--- src/rtl/core/rdmc_pkg.sv ---
package rdmc_pkg;

  // field widths
  localparam int CMD_W      = 2;
  localparam int ANGLE_W    = 9;
  localparam int SPEED_W    = 16;
  localparam int PRESET_W   = 32;
  localparam int DRIVE_W    = 17;
  localparam int POS_W      = 32;
  localparam int TARGET_W   = 20;
  localparam int TORQUE_W   = 15;
  localparam int RADIUS_W   = 16;
  localparam int HELD_W     = 14;

  // configuration port
  localparam int CFG_ADDR_W = 3;
  localparam int CFG_DATA_W = 20;

  localparam logic [CFG_ADDR_W-1:0] CFG_TARGET_LENGTH = 3'd0;
  localparam logic [CFG_ADDR_W-1:0] CFG_DRIVE_TORQUE  = 3'd1;
  localparam logic [CFG_ADDR_W-1:0] CFG_BRAKE_REQUEST = 3'd2;
  localparam logic [CFG_ADDR_W-1:0] CFG_WHEEL_RADIUS  = 3'd3;
  localparam logic [CFG_ADDR_W-1:0] CFG_HAS_SUB_MOTOR = 3'd4;

  // commands
  localparam logic [CMD_W-1:0] CMD_FEEDBACK = 2'd0;
  localparam logic [CMD_W-1:0] CMD_ARM      = 2'd1;
  localparam logic [CMD_W-1:0] CMD_PRESET   = 2'd2;

  // angle unwrapping
  localparam int ANGLE_STEPS = 360;
  localparam int DELTA_W     = $clog2(ANGLE_STEPS + (1 << ANGLE_W)) + 1;
  localparam int WRAP_W      = 18;

  // stop threshold on speed
  localparam logic signed [SPEED_W-1:0] STOP_SPEED = 16'sd1500;

  // travel scale 0.01744 as 1143 / 2^16, compared against target * 36
  localparam int TRAVEL_K    = 1143;
  localparam int TRAVEL_K_W  = 11;
  localparam int SCALE_SHIFT = 16;
  localparam int TARGET_MUL  = 36;
  localparam int T36_W       = TARGET_W + 6;

  // digit-serial multiply over the radius
  localparam int DIG_W      = 4;
  localparam int RAD_DIGITS = RADIUS_W / DIG_W;
  localparam int CNT_W      = $clog2(RAD_DIGITS);
  localparam int MK_W       = POS_W + 1 + TRAVEL_K_W + 1;
  localparam int PP_W       = MK_W + DIG_W + 1;
  localparam int ACC_W      = MK_W + RADIUS_W;

endpackage

--- src/rtl/core/rdmc_in_if.sv ---
interface rdmc_in_if;
  logic                                 valid;
  logic                                 ready;
  logic [rdmc_pkg::CMD_W-1:0]           cmd;
  logic [rdmc_pkg::ANGLE_W-1:0]         angle;
  logic signed [rdmc_pkg::SPEED_W-1:0]  speed;
  logic signed [rdmc_pkg::PRESET_W-1:0] preset_value;

  modport source (output valid, cmd, angle, speed, preset_value, input ready);
  modport sink   (input valid, cmd, angle, speed, preset_value, output ready);
endinterface

--- src/rtl/core/rdmc_out_if.sv ---
interface rdmc_out_if;
  logic                                valid;
  logic                                ready;
  logic signed [rdmc_pkg::DRIVE_W-1:0] main_drive;
  logic signed [rdmc_pkg::DRIVE_W-1:0] sub_drive;
  logic                                drive_update;
  logic                                stopped;
  logic                                braking;
  logic signed [rdmc_pkg::POS_W-1:0]   position_sum;

  modport source (output valid, main_drive, sub_drive, drive_update, stopped, braking,
                  position_sum, input ready);
  modport sink   (input valid, main_drive, sub_drive, drive_update, stopped, braking,
                  position_sum, output ready);
endinterface

--- src/rtl/core/rotation_distance_move_controller.sv ---
// Move controller for a wheel driven by a rotor with an absolute angle sensor. Each
// feedback item (cmd 0) unwraps the angle step by the sign of the speed, adds it to the
// move and position sums and returns the drive command: full torque, half torque from
// half the target length, then a 4x reverse pulse at the target or when a brake was
// armed; once the pulse has slowed the rotor to 1500 or below the drive is written as
// zero and the block reports stopped until the next arm (cmd 1). cmd 2 presets the
// position sum. One item is in work at a time. Arm, preset, unused-command and stopped
// feedback items go from acceptance through S_DONE into the result register, and the
// input takes the next item only once that one has left; a feedback item that evaluates
// the travel goes through S_PREP (move_sum * 1143), S_MULT (the 4-bit-digit serial
// multiply by wheel_radius over its four digits), S_CMP (compare) and S_DONE (output)
// before the input is ready again. A waiting result stalls only the final output cycle.
// Registers are written through cfg_we/cfg_addr/cfg_wdata; the user must do so only while
// no item is in work, as the block does not enforce it. wheel_radius, target_length and
// has_sub_motor are used live, drive_torque and brake_request are taken at arm.
module rotation_distance_move_controller (
  input  logic                              clk,
  input  logic                              rst_n,
  rdmc_in_if.sink                           in_ch,
  rdmc_out_if.source                        out_ch,
  input  logic                              cfg_we,
  input  logic [rdmc_pkg::CFG_ADDR_W-1:0]   cfg_addr,
  input  logic [rdmc_pkg::CFG_DATA_W-1:0]   cfg_wdata
);

  localparam int DW   = rdmc_pkg::DELTA_W;
  localparam int WW   = rdmc_pkg::WRAP_W;
  localparam int PW   = rdmc_pkg::POS_W;
  localparam int HW   = rdmc_pkg::HELD_W;
  localparam int AW   = rdmc_pkg::ACC_W;
  localparam int MW   = rdmc_pkg::MK_W;
  localparam int RW   = rdmc_pkg::RADIUS_W;
  localparam int DGW  = rdmc_pkg::DIG_W;
  localparam int CW   = rdmc_pkg::CNT_W;
  localparam int OW   = rdmc_pkg::DRIVE_W;
  localparam int TW   = rdmc_pkg::TORQUE_W;
  localparam int SH   = rdmc_pkg::SCALE_SHIFT;
  localparam int T36W = rdmc_pkg::T36_W;

  localparam logic [2:0] S_IDLE = 3'd0;
  localparam logic [2:0] S_PREP = 3'd1;
  localparam logic [2:0] S_MULT = 3'd2;
  localparam logic [2:0] S_CMP  = 3'd3;
  localparam logic [2:0] S_DONE = 3'd4;

  localparam logic [2:0] MODE_NONE  = 3'd0;
  localparam logic [2:0] MODE_ZERO  = 3'd1;
  localparam logic [2:0] MODE_FULL  = 3'd2;
  localparam logic [2:0] MODE_HALF  = 3'd3;
  localparam logic [2:0] MODE_PULSE = 3'd4;
  localparam logic [2:0] MODE_CALC  = 3'd5;

  localparam logic signed [WW-1:0] STEPS_S = WW'(rdmc_pkg::ANGLE_STEPS);
  localparam logic [CW-1:0]        CNT_LAST = CW'(rdmc_pkg::RAD_DIGITS - 1);
  localparam logic [HW-1:0]        HELD_MAX = '1;
  localparam logic signed [MW-1:0] K_S = MW'(rdmc_pkg::TRAVEL_K);

  // configuration registers
  logic [rdmc_pkg::TARGET_W-1:0]    target_r;
  logic signed [TW-1:0]             torque_r;
  logic                             brake_req_r;
  logic [RW-1:0]                    radius_r;
  logic                             sub_en_r;

  // control and move state
  logic [2:0]                       state_r, state_nxt;
  logic [2:0]                       mode_r, mode_nxt;
  logic [CW-1:0]                    cnt_r, cnt_nxt;
  logic [rdmc_pkg::ANGLE_W-1:0]     last_angle_r, last_angle_nxt;
  logic signed [DW-1:0]             last_delta_r, last_delta_nxt;
  logic [PW-1:0]                    pos_total_r, pos_total_nxt;
  logic [PW-1:0]                    move_total_r, move_total_nxt;
  logic [HW-1:0]                    held_torque_r, held_torque_nxt;
  logic                             held_rev_r, held_rev_nxt;
  logic                             stop_r, stop_nxt;
  logic                             pulse_r, pulse_nxt;
  logic                             brake_pend_r, brake_pend_nxt;
  logic                             out_valid_r, out_valid_nxt;

  // datapath registers
  logic signed [MW-1:0]             mk_r, mk_nxt;
  logic signed [AW-1:0]             acc_r, acc_nxt;
  logic [RW-1:0]                    rad_sr_r, rad_sr_nxt;
  logic signed [OW-1:0]             out_main_r, out_main_nxt;
  logic signed [OW-1:0]             out_sub_r, out_sub_nxt;
  logic                             out_upd_r, out_upd_nxt;
  logic                             out_stop_r, out_stop_nxt;
  logic                             out_brk_r, out_brk_nxt;
  logic [PW-1:0]                    out_pos_r, out_pos_nxt;

  // combinational helpers
  logic                             accept;
  logic                             out_free;
  logic signed [WW-1:0]             ang_s, last_s, delta_w;
  logic signed [DW-1:0]             delta_d;
  logic [PW-1:0]                    delta_32;
  logic                             stop_hit;
  logic signed [MW-1:0]             mv_s;
  logic signed [rdmc_pkg::PP_W-1:0] pp;
  logic [T36W-1:0]                  t36;
  logic [T36W-1:0]                  t18;
  logic signed [AW-1:0]             full_s, half_s;
  logic signed [TW:0]               tq_mag;
  logic [OW-1:0]                    drv_mag;
  logic                             drv_neg;
  logic signed [OW-1:0]             drv_main;

  assign accept       = in_ch.valid && in_ch.ready;
  assign out_free     = !out_valid_r || out_ch.ready;
  assign in_ch.ready  = (state_r == S_IDLE);

  assign out_ch.valid        = out_valid_r;
  assign out_ch.main_drive   = out_main_r;
  assign out_ch.sub_drive    = out_sub_r;
  assign out_ch.drive_update = out_upd_r;
  assign out_ch.stopped      = out_stop_r;
  assign out_ch.braking      = out_brk_r;
  assign out_ch.position_sum = out_pos_r;

  // angle unwrapping by speed sign
  always_comb begin
    ang_s   = WW'(signed'({1'b0, in_ch.angle}));
    last_s  = WW'(signed'({1'b0, last_angle_r}));
    delta_w = WW'(last_delta_r);
    if (in_ch.speed > 0) begin
      if (ang_s < last_s) delta_w = (STEPS_S - last_s) + ang_s;
      else if (ang_s > last_s) delta_w = ang_s - last_s;
    end else if (in_ch.speed < 0) begin
      if (ang_s > last_s) delta_w = -((STEPS_S - ang_s) + last_s);
      else if (ang_s < last_s) delta_w = ang_s - last_s;
    end
    if (in_ch.angle == last_angle_r) delta_w = '0;
    delta_d  = delta_w[DW-1:0];
    delta_32 = {{(PW-DW){delta_d[DW-1]}}, delta_d};
  end

  // brake pulse has slowed the rotor enough
  assign stop_hit = pulse_r && (held_rev_r ? (in_ch.speed >= -rdmc_pkg::STOP_SPEED)
                                           : (in_ch.speed <= rdmc_pkg::STOP_SPEED));

  // signed move sum in drive direction, one radius digit product
  assign mv_s = held_rev_r ? -MW'(signed'(move_total_r)) : MW'(signed'(move_total_r));
  assign pp   = mk_r * signed'({1'b0, rad_sr_r[RW-1 -: DGW]});

  // thresholds: target * 36 * 2^16 and half of it
  assign t36    = T36W'(target_r) * T36W'(rdmc_pkg::TARGET_MUL);
  assign t18    = t36 >> 1;
  assign full_s = signed'({{(AW-T36W-SH){1'b0}}, t36, {SH{1'b0}}});
  assign half_s = signed'({{(AW-T36W-SH){1'b0}}, t18, {SH{1'b0}}});

  // torque magnitude taken at arm
  assign tq_mag = (torque_r > 0) ? (TW+1)'(torque_r) : -(TW+1)'(torque_r);

  // drive value from the resolved mode
  always_comb begin
    drv_neg = held_rev_r;
    case (mode_r)
      MODE_FULL:  drv_mag = OW'(held_torque_r);
      MODE_HALF:  drv_mag = OW'(held_torque_r >> 1);
      MODE_PULSE: begin
        drv_mag = {1'b0, held_torque_r, 2'b00};
        drv_neg = !held_rev_r;
      end
      default:    drv_mag = '0;
    endcase
    drv_main = drv_neg ? -signed'(drv_mag) : signed'(drv_mag);
  end

  // sequencer
  always_comb begin
    state_nxt       = state_r;
    mode_nxt        = mode_r;
    cnt_nxt         = cnt_r;
    last_angle_nxt  = last_angle_r;
    last_delta_nxt  = last_delta_r;
    pos_total_nxt   = pos_total_r;
    move_total_nxt  = move_total_r;
    held_torque_nxt = held_torque_r;
    held_rev_nxt    = held_rev_r;
    stop_nxt        = stop_r;
    pulse_nxt       = pulse_r;
    brake_pend_nxt  = brake_pend_r;
    out_valid_nxt   = out_valid_r && !out_ch.ready;
    mk_nxt          = mk_r;
    acc_nxt         = acc_r;
    rad_sr_nxt      = rad_sr_r;
    out_main_nxt    = out_main_r;
    out_sub_nxt     = out_sub_r;
    out_upd_nxt     = out_upd_r;
    out_stop_nxt    = out_stop_r;
    out_brk_nxt     = out_brk_r;
    out_pos_nxt     = out_pos_r;

    unique case (state_r)
      S_IDLE: begin
        if (accept) begin
          mode_nxt  = MODE_NONE;
          state_nxt = S_DONE;
          unique case (in_ch.cmd)
            rdmc_pkg::CMD_ARM: begin
              if (!brake_req_r) begin
                held_rev_nxt    = !(torque_r > 0);
                held_torque_nxt = (tq_mag > (TW+1)'(HELD_MAX)) ? HELD_MAX : tq_mag[HW-1:0];
              end
              brake_pend_nxt = brake_req_r;
              move_total_nxt = '0;
              last_delta_nxt = '0;
              stop_nxt       = 1'b0;
            end
            rdmc_pkg::CMD_PRESET: begin
              pos_total_nxt = in_ch.preset_value;
            end
            rdmc_pkg::CMD_FEEDBACK: begin
              pos_total_nxt  = pos_total_r + delta_32;
              move_total_nxt = move_total_r + delta_32;
              last_angle_nxt = in_ch.angle;
              if (stop_hit) begin
                stop_nxt       = 1'b1;
                brake_pend_nxt = 1'b0;
                pulse_nxt      = 1'b0;
                mode_nxt       = MODE_ZERO;
                last_delta_nxt = '0;
              end else if (stop_r) begin
                last_delta_nxt = (in_ch.speed == 0) ? '0 : delta_d;
              end else begin
                last_delta_nxt = delta_d;
                mode_nxt       = MODE_CALC;
                state_nxt      = S_PREP;
              end
            end
            default: ;
          endcase
        end
      end
      S_PREP: begin
        mk_nxt     = mv_s * K_S;
        acc_nxt    = '0;
        rad_sr_nxt = radius_r;
        cnt_nxt    = '0;
        state_nxt  = S_MULT;
      end
      S_MULT: begin
        // msb digit first: acc = acc * 16 + mk * digit
        acc_nxt    = (acc_r <<< DGW) + AW'(pp);
        rad_sr_nxt = rad_sr_r << DGW;
        cnt_nxt    = cnt_r + 1'b1;
        if (cnt_r == CNT_LAST) state_nxt = S_CMP;
      end
      S_CMP: begin
        if (acc_r >= full_s || brake_pend_r) begin
          mode_nxt  = MODE_PULSE;
          pulse_nxt = 1'b1;
        end else if (acc_r >= half_s) begin
          mode_nxt = MODE_HALF;
        end else begin
          mode_nxt = MODE_FULL;
        end
        state_nxt = S_DONE;
      end
      S_DONE: begin
        if (out_free) begin
          out_valid_nxt = 1'b1;
          out_main_nxt  = drv_main;
          out_sub_nxt   = sub_en_r ? -drv_main : '0;
          out_upd_nxt   = (mode_r != MODE_NONE);
          out_stop_nxt  = stop_r;
          out_brk_nxt   = pulse_r;
          out_pos_nxt   = pos_total_r;
          state_nxt     = S_IDLE;
        end
      end
      default: state_nxt = S_IDLE;
    endcase
  end

  // control state
  always_ff @(posedge clk) begin
    if (!rst_n) begin
      state_r       <= S_IDLE;
      mode_r        <= MODE_NONE;
      cnt_r         <= '0;
      last_angle_r  <= '0;
      last_delta_r  <= '0;
      pos_total_r   <= '0;
      move_total_r  <= '0;
      held_torque_r <= '0;
      held_rev_r    <= 1'b0;
      stop_r        <= 1'b0;
      pulse_r       <= 1'b0;
      brake_pend_r  <= 1'b0;
      out_valid_r   <= 1'b0;
    end else begin
      state_r       <= state_nxt;
      mode_r        <= mode_nxt;
      cnt_r         <= cnt_nxt;
      last_angle_r  <= last_angle_nxt;
      last_delta_r  <= last_delta_nxt;
      pos_total_r   <= pos_total_nxt;
      move_total_r  <= move_total_nxt;
      held_torque_r <= held_torque_nxt;
      held_rev_r    <= held_rev_nxt;
      stop_r        <= stop_nxt;
      pulse_r       <= pulse_nxt;
      brake_pend_r  <= brake_pend_nxt;
      out_valid_r   <= out_valid_nxt;
    end
  end

  // datapath and result payload
  always_ff @(posedge clk) begin
    mk_r       <= mk_nxt;
    acc_r      <= acc_nxt;
    rad_sr_r   <= rad_sr_nxt;
    out_main_r <= out_main_nxt;
    out_sub_r  <= out_sub_nxt;
    out_upd_r  <= out_upd_nxt;
    out_stop_r <= out_stop_nxt;
    out_brk_r  <= out_brk_nxt;
    out_pos_r  <= out_pos_nxt;
  end

  // register writes
  always_ff @(posedge clk) begin
    if (!rst_n) begin
      target_r    <= '0;
      torque_r    <= '0;
      brake_req_r <= 1'b0;
      radius_r    <= '0;
      sub_en_r    <= 1'b0;
    end else if (cfg_we) begin
      unique case (cfg_addr)
        rdmc_pkg::CFG_TARGET_LENGTH: target_r    <= cfg_wdata[rdmc_pkg::TARGET_W-1:0];
        rdmc_pkg::CFG_DRIVE_TORQUE:  torque_r    <= signed'(cfg_wdata[TW-1:0]);
        rdmc_pkg::CFG_BRAKE_REQUEST: brake_req_r <= cfg_wdata[0];
        rdmc_pkg::CFG_WHEEL_RADIUS:  radius_r    <= cfg_wdata[RW-1:0];
        rdmc_pkg::CFG_HAS_SUB_MOTOR: sub_en_r    <= cfg_wdata[0];
        default: ;
      endcase
    end
  end

`ifndef SYNTHESIS
  // a stopped move never has a brake pulse running
  assert property (@(posedge clk) disable iff (!rst_n) stop_r |-> !pulse_r)
    else $error("stopped with brake pulse active");

  // the serial multiply only leaves toward the compare
  assert property (@(posedge clk) disable iff (!rst_n)
    state_r == S_MULT |=> state_r == S_MULT || state_r == S_CMP)
    else $error("multiply sequence broken");

  // a result without drive update carries zero drive
  assert property (@(posedge clk) disable iff (!rst_n)
    out_valid_r && !out_upd_r |-> out_main_r == '0 && out_sub_r == '0)
    else $error("drive value without update");

  // the paired motor is silent when absent
  assert property (@(posedge clk) disable iff (!rst_n)
    $rose(out_valid_r) && !sub_en_r |-> out_sub_r == '0)
    else $error("sub drive without sub motor");
`endif

endmodule
--- src/flat_wrapper.sv ---
// flat-port wrapper written by rule: the top's interface ports become plain ports
module rotation_distance_move_controller_flat 
  (clk, rst_n, cfg_we, cfg_addr, cfg_wdata, in_ch_valid, in_ch_cmd, in_ch_angle, in_ch_speed, in_ch_preset_value, in_ch_ready, out_ch_valid, out_ch_main_drive, out_ch_sub_drive, out_ch_drive_update, out_ch_stopped, out_ch_braking, out_ch_position_sum, out_ch_ready);
  rdmc_in_if in_ch_i ();
  rdmc_out_if out_ch_i ();
  input  logic clk;
  input  logic rst_n;
  input  logic cfg_we;
  input  logic [rdmc_pkg::CFG_ADDR_W-1:0] cfg_addr;
  input  logic [rdmc_pkg::CFG_DATA_W-1:0] cfg_wdata;
  input wire logic [$bits(in_ch_i.valid)-1:0] in_ch_valid;
  input wire logic [$bits(in_ch_i.cmd)-1:0] in_ch_cmd;
  input wire logic [$bits(in_ch_i.angle)-1:0] in_ch_angle;
  input wire logic [$bits(in_ch_i.speed)-1:0] in_ch_speed;
  input wire logic [$bits(in_ch_i.preset_value)-1:0] in_ch_preset_value;
  output wire logic [$bits(in_ch_i.ready)-1:0] in_ch_ready;
  output wire logic [$bits(out_ch_i.valid)-1:0] out_ch_valid;
  output wire logic [$bits(out_ch_i.main_drive)-1:0] out_ch_main_drive;
  output wire logic [$bits(out_ch_i.sub_drive)-1:0] out_ch_sub_drive;
  output wire logic [$bits(out_ch_i.drive_update)-1:0] out_ch_drive_update;
  output wire logic [$bits(out_ch_i.stopped)-1:0] out_ch_stopped;
  output wire logic [$bits(out_ch_i.braking)-1:0] out_ch_braking;
  output wire logic [$bits(out_ch_i.position_sum)-1:0] out_ch_position_sum;
  input wire logic [$bits(out_ch_i.ready)-1:0] out_ch_ready;
  assign in_ch_i.valid = in_ch_valid;
  assign in_ch_i.cmd = in_ch_cmd;
  assign in_ch_i.angle = in_ch_angle;
  assign in_ch_i.speed = in_ch_speed;
  assign in_ch_i.preset_value = in_ch_preset_value;
  assign in_ch_ready = in_ch_i.ready;
  assign out_ch_valid = out_ch_i.valid;
  assign out_ch_main_drive = out_ch_i.main_drive;
  assign out_ch_sub_drive = out_ch_i.sub_drive;
  assign out_ch_drive_update = out_ch_i.drive_update;
  assign out_ch_stopped = out_ch_i.stopped;
  assign out_ch_braking = out_ch_i.braking;
  assign out_ch_position_sum = out_ch_i.position_sum;
  assign out_ch_i.ready = out_ch_ready;
  rotation_distance_move_controller u_core (.clk(clk), .rst_n(rst_n), .in_ch(in_ch_i), .out_ch(out_ch_i), .cfg_we(cfg_we), .cfg_addr(cfg_addr), .cfg_wdata(cfg_wdata));
endmodule
--- config.mk ---
export PLATFORM = sky130hd
export DESIGN_NAME = rotation_distance_move_controller_flat
export DESIGN_NICKNAME = d
export VERILOG_FILES = /design/src/rtl/core/rdmc_pkg.sv /design/src/rtl/core/rdmc_in_if.sv /design/src/rtl/core/rdmc_out_if.sv /design/src/rtl/core/rotation_distance_move_controller.sv /design/src/flat_wrapper.sv
export SDC_FILE = /design/constraint.sdc
export NUM_CORES = 2
export LEC_CHECK = 0
export ABC_AREA = 1
export BUFFER_PORTS_ARGS = -buffer_cell sky130_fd_sc_hd__buf_2
export CELL_PAD_IN_SITES_DETAIL_PLACEMENT = 0
export CELL_PAD_IN_SITES_GLOBAL_PLACEMENT = 1
export CORE_MARGIN = 2
export CORE_UTILIZATION = 40
export DETAILED_ROUTE_END_ITERATION = 7
export PLACE_DENSITY = 0.73
export SLEW_MARGIN = 20
export SYNTH_ARGS = -nofsm -noshare
export SYNTH_HDL_FRONTEND = slang
export SYNTH_SLANG_ARGS = --single-unit
--- constraint.sdc ---
create_clock -name clk -period 6.9 [get_ports clk]
set_clock_uncertainty 0.15 [all_clocks]
set_input_delay 0.345 -clock clk [delete_from_list [all_inputs] [get_ports clk]]
set_output_delay 0.345 -clock clk [all_outputs]
set_load 0.02 [all_outputs]
==> impl_results.md <==
- Antenna violations before repair: 1
- Initial Util: 40.33%
- # IOs: 158
- Num rows: 116
- Global routing usage on met1: 30.96%
- Clock Sink Count: 355
- Proportion of synthesized area in mux cells: 0%
- Status: finished clean
- RSZ-0062 raised after global routing: yes
- Synth Area in XOR/XNOR: 4.269%
- Mapped Area: 40390 sq um
- Placer Congestion: 0.9137
- Routed vias: 34761
- Die width: 321.8 microns
- Crit Path Class: register to register
- Post-Synthesis Cells: 5250
- Slew @ Worst Pin: 1.016 ns
- CP peak stage delay: 0.54 ns
- Final period util: 95.19%
- CTS tree: yes
- Place WS: -0.04631 ns
- WP data arrival: 6.76 ns
- Top FF cell, synth: edfxtp_1
- CTS root buffer: clkbuf_16
- Synth area leaders: fa_1 (16%), edfxtp_1 (14%), ha_1 (14%)
- HPWL Detailed: 94.92 mm
- Grt peak-use layer: met2
- Slowest stage cell, crit path: fa_1
- Worst EP required: 7.10 ns
- Post-synthesis simple-gate area fraction: 18.89%
- Layout Cells excl Fill: 6865
- Chip height: 321.8 microns
- Total power: 13590 uW
- Peak supply drop: 0.1926 mV
- PD cells: 297.2 nW/um^2
- Worst-Skew Late Latency: 0.62 ns
- Final routed DRC violation total: 0
- Max Cap Violations: 0
- Largest family of logic cells by synthesized area: adder cells
- Ys async rst share: 0%
- Final critical-path required period: 6.568 ns
- Leak: 0.02359 uW
- Max_slew headroom: 31.67%
- Area leader, netlist: fa_1
- Met2 usage: 37.87%
- Die Area: 103500 sq um
- Slew Viols, Final: 0
- Final worst slack: 0.3319 ns
- Number of flops mapped to enable cells by yosys: 191
- H-tree depth: 2
- Mapped Nets: 6118
- #FFs+latches synth: 355
- Worst setup EP type: register
- Worst Hold Class: input pin to register
- Yosys cell types: 67
- Area Overhead vs Synth: 13.23%
- Clock-pin transition on the worst setup and hold timing paths: 0.06 ns
- Most frequent cells in the layout: inv_1 (977), nand2_1 (971), a21oi_1 (443)
- Critical path fanouts, max: 10
- Core area: 100100 sq um
- Post-layout util: 45.66%
- Seq/Total Area, Yosys: 22.33%
- Met3 usage: 2.194%
- Cells after DPL: 6708
- Final setup violation count: 0
- Via/cell ratio: 5.064
- Total CTS buffers: 46
- Remaining antenna violation count: 0
- Drt pass-1 iters: 8
- WL/cell: 16.89 microns
- Startpoint Class: register
- Nets: 6396
- Post-synthesis adder-cell area fraction: 30.31%
- Buffers on Ports: 157
- CTS Buffer Depth: 3
- Synth Area in Compound Gates: 13.91%
- All-Layer GR Usage: 22.51%
- Ys Warns: 0
- Average size of a mapped cell: 7.693 sq um
- Initial DRC count: 1926
- Proportion of layout cells with a drive suffix above 1: 8.929%
- Vias in the first global route: 34848
- Fmax: 152.3 MHz
- Total grt overflow: 0
- Commonest non-fill, non-tap cell in the layout: inv_1
- First-pass GRT wire length: 186.5 mm
- Drt total wl: 116.0 mm
- Yosys top cell area share: 16.31%
- Pin count of the biggest net entering global routing: 70
- Final Hold Vio Count: 0
[final timing paths]
check,startpoint,endpoint,slack [ns],cells after the start
max,u_core.move_total_r[2],u_core.mk_r[44],0.33,30
min reg2reg,u_core.radius_r[0],u_core.radius_r[0],0.30,2
max reg2reg,u_core.move_total_r[2],u_core.mk_r[44],0.33,30
min,in_ch_preset_value[30],u_core.pos_total_r[30],0.04,5
[kinds of logic (layout without fill, tap and decap cells)]
group,count (synthesis),after routing
buffers and inverters,1102,1418
AO/OA/AOI/OAI,1001,1001
flip-flops,355,355
AND/OR/NAND/NOR,1823,1823
adder cells (fa/ha/maj),781,781
other,0,1
XOR/XNOR,188,188
[synthesized netlist by cell type, drive strengths merged (7+ instances only)]
cell and instances:
a211oi 13, a21boi 16, a21o 16, a21oi 457, a221oi 12, a31oi 38, buf 10, clkbuf 83
clkinv 8, dfxtp 164, edfxtp 191, fa 329, ha 452, inv 1001, nand2 990, nand3 188
nand3b 15, nand4 55, nor2 460, nor3 58, nor4 23, o211ai 28, o21a 38, o21ai 320
o21bai 16, o221ai 7, o22ai 12, o31ai 11, or2 25, xnor2 56, xor2 131
[report_power, final]
part	switching (uW)	internal (uW)	leakage, uW	total [uW]
Clock	1040	1410	0.000746	2450
Combinational	5350	3080	0.0197	8440
Sequential	158	2550	0.00313	2710
[metrics by stage]
step	cell area, sq um	setup TNS (ns)	hold slack, ns
final	45730	0	0.03649
after global routing	45730	-0.1222	0.06082
after CTS	45370	0	0.0005705
after detailed placement	43210	-0.04631	0.2891
after global placement	43210	0	0.2838
after floorplan	40390	0	0.2737
[worst max-delay path: cells and delay by family (launching register included)]
kind            cells  cell delay, ns
xor+xnor            2            0.34
buf+inv             6            0.52
flops               1            0.34
fa+ha+maj           6            2.52
simple gates       12            1.77
compound gates      4            0.66
[per-layer routing]
layer  vias to the layer above  part of all wire, %
met5                         -                0.011
met4                         2                  2.5
met1                     16441                   48
met2                       562                   46
li1                      17621                    -
met3                       135                  3.4
[flip-flops by register name (all words and copies together), names as in the netlist, 9 cells and up]
name and count:
u_core.radius_r 16, u_core.move_total_r 32, u_core.acc_r 61, u_core.held_torque_r 14
u_core.rad_sr_r 16, u_core.out_ch.sub_drive 17, u_core.pos_total_r 32, u_core.mk_r 45
u_core.torque_r 15, u_core.target_r 20, u_core.out_ch.main_drive 17, u_core.last_delta_r 11
u_core.out_ch.position_sum 32, u_core.last_angle_r 9
[final cells by class]
class                           instances  area [sq um]
Clock inverter                         25         239.0
Clock buffer                           61          1289
Fill cell                           10182         54420
Inverter                             1009          3787
Tap cell                             1298          1624
Sequential cell                       355          9020
Multi-Input combinational cell       3793         27560
Antenna cell                            1         2.502
Timing Repair Buffer                  323          2212
[timing repair]
action	4_1_cts	5_1_grt
setup endpoints to repair	1	10
endpoints found under the hold margin	90	0
buffers inserted	0	8
resized for setup	2	62
gates cloned	0	0
pin swaps	0	16
hold buffers	62	0
No activity file was read; power rests on OpenSTA's default activity.
